[config.mk]
export PLATFORM = sky130hd
export DESIGN_NAME = urh_front
export DESIGN_NICKNAME = d
export VERILOG_FILES = /design/src/design/urh_pkg.sv /design/src/design/urh_front.sv
export SDC_FILE = /design/constraint.sdc
export NUM_CORES = 1
export LEC_CHECK = 0
export BUFFER_PORTS_ARGS = -buffer_cell sky130_fd_sc_hd__buf_4
export CAP_MARGIN = 25
export CORE_MARGIN = 2
export CORE_UTILIZATION = 21
export DETAILED_ROUTE_END_ITERATION = 16
export PLACE_DENSITY_LB_ADDON = 0.2
export SLEW_MARGIN = 20
export SYNTH_ARGS = -nofsm -noshare
export SYNTH_HDL_FRONTEND = slang
export SYNTH_SLANG_ARGS = --single-unit
[constraint.sdc]
create_clock -name vclk -period 0.8
set_input_delay 0.04 -clock vclk [all_inputs]
set_output_delay 0.04 -clock vclk [all_outputs]
set_load 0.05 [all_outputs]
[src/design/urh_pkg.sv]
// ----------------------------------------------------------------------------
// urh_pkg
// Shared types for the undo/redo history stack: the decoded command that
// crosses the front/back queue, and the back-end sequencer states.
// ----------------------------------------------------------------------------
package urh_pkg;

  // Largest caller buffer honored for undo/redo text
  localparam logic [6:0] OUT_LIMIT_MAX = 7'd64;

  // Raw opcodes of the input item
  localparam logic [2:0] OPC_PUSH  = 3'd0;
  localparam logic [2:0] OPC_UNDO  = 3'd1;
  localparam logic [2:0] OPC_REDO  = 3'd2;
  localparam logic [2:0] OPC_CLEAR = 3'd4;

  // Decoded command kinds
  typedef enum logic [2:0] {
    CMD_PUSH,
    CMD_UNDO,
    CMD_REDO,
    CMD_QUERY,
    CMD_CLEAR
  } cmd_e;

  // One decoded item
  typedef struct packed {
    cmd_e        kind;
    logic [1:0]  entry_op;
    logic [30:0] entry_pos;
    logic [7:0]  text_char;
    logic [7:0]  prev_char;
    logic        item_last;
    logic [6:0]  limit;
  } cmd_t;

  // Back-end sequencer states
  typedef enum logic [2:0] {
    S_EXEC,
    S_MWAIT,
    S_META,
    S_TRD,
    S_TOUT,
    S_TERM
  } st_e;

endpackage

[src/design/urh_front.sv]
// ----------------------------------------------------------------------------
// urh_front
// Input side: accepts items, decodes the opcode and clamps the buffer limit.
// ----------------------------------------------------------------------------
module urh_front import urh_pkg::*; (
  input  logic        in_valid_i,
  output logic        in_ready_o,
  input  logic [2:0]  opcode_i,
  input  logic [1:0]  entry_op_i,
  input  logic [30:0] entry_pos_i,
  input  logic [7:0]  text_char_i,
  input  logic [7:0]  prev_char_i,
  input  logic        item_last_i,
  input  logic [6:0]  out_limit_i,
  input  logic        q_ready_i,
  output logic        q_push_o,
  output cmd_t        q_cmd_o
);

  // Accept whenever the queue has room
  assign in_ready_o = q_ready_i;
  assign q_push_o   = in_valid_i && q_ready_i;

  // Classify the item
  always_comb begin
    case (opcode_i)
      OPC_PUSH:  q_cmd_o.kind = CMD_PUSH;
      OPC_UNDO:  q_cmd_o.kind = CMD_UNDO;
      OPC_REDO:  q_cmd_o.kind = CMD_REDO;
      OPC_CLEAR: q_cmd_o.kind = CMD_CLEAR;
      default:   q_cmd_o.kind = CMD_QUERY;
    endcase
    q_cmd_o.entry_op  = entry_op_i;
    q_cmd_o.entry_pos = entry_pos_i;
    q_cmd_o.text_char = text_char_i;
    q_cmd_o.prev_char = prev_char_i;
    q_cmd_o.item_last = item_last_i;
    q_cmd_o.limit     = (out_limit_i > OUT_LIMIT_MAX) ? OUT_LIMIT_MAX : out_limit_i;
  end

endmodule

==> results.yml <==
run_status:
  outcome: "completed"
place:
  gp_congestion: 0.601
  dp_cells: 61
  port-buffer-count: 24
synthesis:
  ys_seq_area_share_pct: 0
  synth_area_um2: 458
  syn_inst: 62
  yosysTopAreaCellShare_pct: 83.6
  synth_cell_types: 6
  yosys-top-cells-area: "buf_4 (84%), nor2b_1 (8.2%), a21o_1 (3.3%)"
  yosysTopAreaCell: "buf_4"
  synth_nets: 124
  syn_avg_cell_area_um2: 7.39
  yosysWarnings: 0
critical_path:
  cp-startpoint: "opcode_i[1]"
  critPathMaxStageDelay_ns: 0.21
  cpMostUsedCell: "buf_4"
  crit_arrival_ns: 0.54
  worstPathCellList: "buf_4 > nor3b_2 > buf_4"
  cp.required_ns: 0.76
  critical_path.slowest_cell: "buf_4"
  crit_type: "in -> out"
  crit_fanout: 3
  crit_path_start_kind: "input pin"
  endpoint_kind: "primary output"
finish:
  nets: 98
  syn_to_final_growth_pct: -37.7
  stdcell_count: 61
  n_antenna_cell: 0
  final.fill_count: 240
  seq_cell_count: 0
  nClkBuffers: 0
  drive_gt1_share_pct: 73.5
  ff_latch_area_um2: 0
detailed_routing:
  drt_iter0_drc: 0
  wirelength_um: 762
  drtPass1Iterations: 1
  drtAntennaViolNets: 0
  routed-via-count: 206
  wl_per_cell_um: 12.5
  routed_via_density: 3.38
  drc: 0
power:
  ir_drop_mv: 0.271
  p_leak_nw: 0.148
  p_per_area_nw_per_um2: 855
sta:
  tns_ns: 0
  maxSlewHeadroom_pct: 89.9
  slew_viol_final: 0
  worst_pin_slew_ns: 0.153
  setup-violations-final: 0
  finalCritPeriodShare_pct: 72.7
  fmax_mhz: 1720
  hold_slack_ns: 0.0800
  fin_crit_ns: 0.581
  hold_violations: 0
  rsz0062_at_grt: "no"
global_route:
  grt_start_max_net_pins: 8
  overflow: 0
  grt_pass1_wl_mm: 1.05
  grt.total_usage_pct: 5.19
  grt_antenna_before_repair: 0
  grt_pass1_vias: 190
floorplan:
  core_um2: 2000
  rows: 16
  start_util_pct: 22.9
  fp.dieW_um: 50.7
  die_h_um: 50.7
  die_area_um2: 2570
  io_pins: 124
min_path:
  hp-start: "prev_char_i[4]"
  holdCritPathClass: "in -> out"
  hold_path_depth: 0
clock_tree:
  post_cts_buffers: 0
  holdBufCountCts: 0
  post_cts_resized: 0
run:
  maxCapViolCount: 0
[cell families (layout without fill, tap and decap cells)]
family,Yosys count,count (layout),synth area share (%)
compound gates,2,2,3.28
simple gates,8,8,12.3
buf+inv,52,24,84.4
[layout by cell type (no fill, tap or decap), drive strengths merged]
master / n
buf: 24
nor2b: 6
a21o: 2
nor3b: 1
and2: 1
[per-layer routing]
metal | track usage [%] | vias to the layer above | routed length, µm
li1 | - | 82 | -
met1 | 6.03 | 92 | 251
met2 | 6.58 | 24 | 329
met3 | 3.87 | 8 | 154
met4 | 3.15 | 0 | 27
met5 | 0 | - | 0
[power by group]
| part | internal (mW) | total (mW) | switching [mW] |
|---|---|---|---|
| clock network | 0 | 0 | 0 |
| logic | 0.0920 | 0.244 | 0.152 |
| registers | 0 | 0 | 0 |
| total | 0.0920 | 0.244 | 0.152 |
[metrics by stage]
stage	setup slack (ns)	total power, mW	instance area [µm²]	util (%)
final	0.219	0.244	285	14.2
after detailed placement	0.221	0.246	285	14.2
after floorplan	0.0126	0.818	458	-
after global routing	0.183	0.255	285	14.2
after CTS	0.215	0.246	285	14.2
after global placement	0.216	0.248	285	14.2
[path summary, 6_finish.rpt]
check,endpoint,slack [ns]
setup / recovery,q_cmd_o[59],0.22
hold / removal,q_cmd_o[12],0.08
[cells in the mapped netlist, drive strengths merged]
master  instances
nor3b           1
clkbuf          1
nor2b           6
and2            1
buf            51
a21o            2
[area by class of cell]
class                      instances  area (µm²)  share of cell area [%]
tap                               27        33.8                    11.8
timing repair buffer              24         180                    63.2
multi-input combinational         10        71.3                    25.0
[critical path: cells and delay by family]
family                 cells  cell delay, ns
buffers and inverters      2            0.33
and+or+nand+nor            1            0.16
(Power assumes the default switching activity.)
