[src/design/urh_pkg.sv]
// ----------------------------------------------------------------------------
// urh_pkg
// Shared types for the undo/redo history stack: the decoded command that
// crosses the front/back queue, and the back-end sequencer states.
// ----------------------------------------------------------------------------
package urh_pkg;

  // Largest caller buffer honored for undo/redo text
  localparam logic [6:0] OUT_LIMIT_MAX = 7'd64;

  // Raw opcodes of the input item
  localparam logic [2:0] OPC_PUSH  = 3'd0;
  localparam logic [2:0] OPC_UNDO  = 3'd1;
  localparam logic [2:0] OPC_REDO  = 3'd2;
  localparam logic [2:0] OPC_CLEAR = 3'd4;

  // Decoded command kinds
  typedef enum logic [2:0] {
    CMD_PUSH,
    CMD_UNDO,
    CMD_REDO,
    CMD_QUERY,
    CMD_CLEAR
  } cmd_e;

  // One decoded item
  typedef struct packed {
    cmd_e        kind;
    logic [1:0]  entry_op;
    logic [30:0] entry_pos;
    logic [7:0]  text_char;
    logic [7:0]  prev_char;
    logic        item_last;
    logic [6:0]  limit;
  } cmd_t;

  // Back-end sequencer states
  typedef enum logic [2:0] {
    S_EXEC,
    S_MWAIT,
    S_META,
    S_TRD,
    S_TOUT,
    S_TERM
  } st_e;

endpackage

[src/design/urh_queue.sv]
// ----------------------------------------------------------------------------
// urh_queue
// Two-entry command queue between the front and back ends.
// ----------------------------------------------------------------------------
module urh_queue import urh_pkg::*; (
  input  logic clk_i,
  input  logic rst_ni,
  input  logic push_i,
  input  cmd_t cmd_i,
  output logic ready_o,
  output logic valid_o,
  output cmd_t cmd_o,
  input  logic pop_i
);

  cmd_t       slot_q [2];
  logic       wr_ptr_q, wr_ptr_d;
  logic       rd_ptr_q, rd_ptr_d;
  logic [1:0] fill_q, fill_d;

  assign ready_o = (fill_q != 2'd2);
  assign valid_o = (fill_q != 2'd0);
  assign cmd_o   = slot_q[rd_ptr_q];

  // Advance pointers and fill level
  always_comb begin
    wr_ptr_d = wr_ptr_q ^ push_i;
    rd_ptr_d = rd_ptr_q ^ pop_i;
    fill_d   = fill_q + {1'b0, push_i} - {1'b0, pop_i};
  end

  always_ff @(posedge clk_i or negedge rst_ni) begin
    if (!rst_ni) begin
      wr_ptr_q <= 1'b0;
      rd_ptr_q <= 1'b0;
      fill_q   <= 2'd0;
    end else begin
      wr_ptr_q <= wr_ptr_d;
      rd_ptr_q <= rd_ptr_d;
      fill_q   <= fill_d;
    end
  end

  // Hold payload
  always_ff @(posedge clk_i) begin
    if (push_i) begin
      slot_q[wr_ptr_q] <= cmd_i;
    end
  end

endmodule

[config.mk]
export PLATFORM = sky130hd
export DESIGN_NAME = urh_queue
export DESIGN_NICKNAME = d
export VERILOG_FILES = /design/src/design/urh_pkg.sv /design/src/design/urh_queue.sv
export SDC_FILE = /design/constraint.sdc
export NUM_CORES = 1
export LEC_CHECK = 0
export BUFFER_PORTS_ARGS = -buffer_cell sky130_fd_sc_hd__buf_2
export CAP_MARGIN = 5
export CORE_MARGIN = 2
export CORE_UTILIZATION = 25
export DETAILED_ROUTE_END_ITERATION = 6
export PLACE_DENSITY_LB_ADDON = 0.15
export SYNTH_ARGS = -nofsm -noshare
export SYNTH_HDL_FRONTEND = slang
export SYNTH_SLANG_ARGS = --single-unit
[constraint.sdc]
create_clock -name clk_i -period 3.2 [get_ports clk_i]
set_clock_uncertainty 0.05 [all_clocks]
set_input_delay 0.64 -clock clk_i [delete_from_list [all_inputs] [get_ports clk_i]]
set_output_delay 0.64 -clock clk_i [all_outputs]
set_load 0.005 [all_outputs]
==> impl_metrics.xml <==
<?xml version="1.0" encoding="UTF-8"?>
<metrics>
  <group name="cells_and_area">
    <metric name="mostFrequentLayoutCells" unit="">buf_2, edfxtp_1, mux2_4, clkbuf_16</metric>
    <metric name="insertedDiodeCount" unit="">0</metric>
    <metric name="syn2layout_area_growth" unit="%">32.09</metric>
    <metric name="drive_above_1_share" unit="%">62.40</metric>
    <metric name="finish.net_count" unit="">414</metric>
    <metric name="most_common_library_cell_in_the_layout_ignoring_fill_and_taps" unit="">buf_2</metric>
  </group>
  <group name="synth">
    <metric name="synth_cell_type_count" unit="">12</metric>
    <metric name="number_of_synthesized_register_bits" unit="">124</metric>
    <metric name="synthesis.yosys.warnings" unit="">0</metric>
    <metric name="syn-cell-area" unit="µm²">4842</metric>
    <metric name="syn_inst" unit="">203</metric>
    <metric name="seq_area_frac_synth" unit="%">76.49</metric>
    <metric name="synth.avg_cell_area" unit="µm²">23.85</metric>
    <metric name="syn_nets" unit="">271</metric>
  </group>
  <group name="grt">
    <metric name="grt_pass1_wl" unit="µm">13340</metric>
    <metric name="grt.overflow.total" unit="">0</metric>
    <metric name="grt_antenna_before_repair" unit="">2</metric>
    <metric name="pin_count_of_the_biggest_net_entering_global_routing" unit="">32</metric>
    <metric name="first_global_vias" unit="">2460</metric>
    <metric name="grt_usage" unit="%">8.987</metric>
  </group>
  <group name="timing">
    <metric name="max_freq" unit="MHz">387.4</metric>
    <metric name="post-route-period-util" unit="%">80.66</metric>
    <metric name="worst-slew-pin-transition" unit="ns">0.4941</metric>
    <metric name="drv_slew" unit="">0</metric>
    <metric name="final_hold_viol_count" unit="">0</metric>
    <metric name="post-route-worst-setup-slack" unit="ns">0.6188</metric>
    <metric name="finalSetupViolCount" unit="">0</metric>
    <metric name="relative_max_transition_margin" unit="%">67.06</metric>
    <metric name="final.min_clock_period" unit="ns">2.581</metric>
    <metric name="grt_setup_unrepaired" unit="">false</metric>
    <metric name="setup_tns" unit="ns">0</metric>
  </group>
  <group name="drt">
    <metric name="dr_total_vias" unit="">2301</metric>
    <metric name="detail-route-antenna-nets" unit="">0</metric>
    <metric name="detail_route.wl_per_cell" unit="µm">14.36</metric>
    <metric name="detail_route.iter0.violations" unit="">79</metric>
    <metric name="drt-vias-per-instance" unit="">3.717</metric>
    <metric name="firstDrtPassIters" unit="">4</metric>
    <metric name="wirelength" unit="µm">8886</metric>
    <metric name="drcViolationCount" unit="">0</metric>
  </group>
  <group name="power_and_ir_drop">
    <metric name="p_int" unit="µW">4368</metric>
    <metric name="p_leak" unit="µW">0.002563</metric>
    <metric name="seqPwrFrac" unit="%">39.6</metric>
    <metric name="switching_part_of_the_total" unit="%">25.24</metric>
    <metric name="combPwrFrac" unit="%">26.4</metric>
    <metric name="power.density" unit="nW/µm²">913.4</metric>
    <metric name="vdd_ir_drop_max" unit="mV">0.3451</metric>
    <metric name="net-switching-power" unit="µW">1475</metric>
    <metric name="power.clock.fraction" unit="%">34.0</metric>
  </group>
  <group name="floorplan">
    <metric name="floorplan.io_pins" unit="">126</metric>
    <metric name="initial_core_utilization" unit="%">25.71</metric>
    <metric name="die_w" unit="µm">143.2</metric>
    <metric name="floorplan.die_area" unit="µm²">20500</metric>
    <metric name="die_height" unit="µm">143.2</metric>
    <metric name="core_region_area" unit="µm²">18830</metric>
    <metric name="fp-row-count" unit="">50</metric>
  </group>
  <group name="clock_network">
    <metric name="cts.sink_count" unit="">124</metric>
    <metric name="clkTransAtPathRegs" unit="ns">0.06</metric>
    <metric name="ctsLongestPathBuffers" unit="">2</metric>
    <metric name="tritoncts.num_buffers" unit="">17</metric>
    <metric name="htree_levels" unit="">4</metric>
    <metric name="holdBufCountCts" unit="">1</metric>
    <metric name="cts.root.buffer_cell" unit="">clkbuf_16</metric>
    <metric name="cts_tree" unit="">yes</metric>
    <metric name="cts_post_setup_buffers_inserted" unit="">0</metric>
    <metric name="count_of_cells_resized_by_post_cts_repair" unit="">0</metric>
    <metric name="worst_skew_pair.late_latency" unit="ns">0.40</metric>
  </group>
  <group name="critical_path">
    <metric name="startpoint_of_the_worst_setup_timing_path" unit="">rd_ptr_q</metric>
    <metric name="crit_path_end_kind" unit="">output pin</metric>
    <metric name="critical_path.reg2reg.startpoint" unit="">wr_ptr_q</metric>
    <metric name="setup.worst_path.class" unit="">reg -&gt; out</metric>
    <metric name="crit_arrival" unit="ns">1.89</metric>
    <metric name="required" unit="ns">2.51</metric>
    <metric name="critical_path.startpoint_type" unit="">flop</metric>
    <metric name="crit_path_max_fanout" unit="">20</metric>
  </group>
  <group name="worst_hold_path">
    <metric name="min_path_type" unit="">in -&gt; reg</metric>
    <metric name="hold_path_start" unit="">cmd_i[6]</metric>
  </group>
  <group name="placed_design">
    <metric name="gpl.final_weighted_congestion" unit="">0.6458</metric>
    <metric name="port_buffers" unit="">125</metric>
    <metric name="pre_cts_ws" unit="ns">1.005</metric>
  </group>
  <group name="job">
    <metric name="max_cap_violations" unit="">0</metric>
  </group>
  <group name="status">
    <metric name="outcome" unit="">complete, no violations</metric>
  </group>
</metrics>
-- registers in the layout, indices dropped and copies added, names as in the netlist --
| name | cells |
|---|---|
| fill_q | 2 |
| rd_ptr_q | 1 |
| slot_q | 120 |
| wr_ptr_q | 1 |
-- power by group through the flow --
| stage | combinational [µW] | sequential (µW) | clock, µW |
|---|---|---|---|
| floorplan | 1190 | 2270 | 0 |
| global placement | 1590 | 2340 | 0 |
| detailed placement | 1590 | 2350 | 0 |
| CTS | 1600 | 2320 | 2060 |
| global route | 1680 | 2350 | 2120 |
| finish | 1540 | 2310 | 1990 |
-- area by class of cell --
class                           instances  area (µm²)
Multi-Input combinational cell         68        1017
Inverter                                4       15.01
Fill cell                            1814       12430
Clock inverter                         15       195.2
Timing Repair Buffer                  131       710.7
Sequential cell                       124        3707
Clock buffer                           17       425.4
Tap cell                              260       325.3
-- through the flow --
stage	utilization (%)	total power (µW)	cells	hold WS, ns	instance area (µm²)
finish	33.97	5842	619	0.3699	6396
global route	33.97	6156	619	0.3472	6396
CTS	33.97	5984	619	0.3395	6396
detailed placement	30.62	3947	586	0.4090	5766
global placement	30.62	3934	586	0.4047	5766
floorplan	-	3452	203	0.2944	4842
-- cells by family (layout without fill, tap and decap cells) --
group,after synthesis,count (layout),share of synthesized area [%]
muxes,60,60,18.53
adders and majority gates,4,4,1.034
DFF,124,124,76.49
xor gates and xnor gates,2,2,0.6718
buffers and inverters,11,167,3.023
and+or+nand+nor,2,2,0.2586
-- worst paths after layout --
check / endpoint / slack, ns / cells after the start
worst min-delay path: slot_q[0][6] / 0.37 / 1
max in group asynchronous: rd_ptr_q / 2.43 / 2
worst min register to register: fill_q[1] / 0.58 / 1
worst max-delay path: cmd_o[33] / 0.62 / 3
worst max register to register: slot_q[0][15] / 1.56 / 3
min in group asynchronous: rd_ptr_q / 0.53 / 2
-- cells in the mapped netlist --
library cell,count,area [µm²]
inv_1,4,15.01
dfrtp_1,4,100.1
mux2_2,1,11.26
mux2_4,59,885.9
xor2_1,1,8.760
or2_2,1,6.260
buf_6,1,11.26
buf_12,6,120.1
nand2b_1,1,6.260
xor3_1,1,23.77
ha_1,4,50.05
edfxtp_1,120,3603
-- worst max-delay path: stages (launching register included) --
cell and delay (ns):
dfrtp_4 0.68, buf_4 0.34, mux2_4 0.32, buf_2 0.13
-- metal layers --
metal	up-vias	wire length, µm	GRT usage [%]
li1	1091	-	-
met1	1119	3709	10.13
met2	77	4348	14.30
met3	12	682	4.091
met4	2	133	4.690
met5	-	13	0
Note: power is estimated with default switching activity, not from simulation.
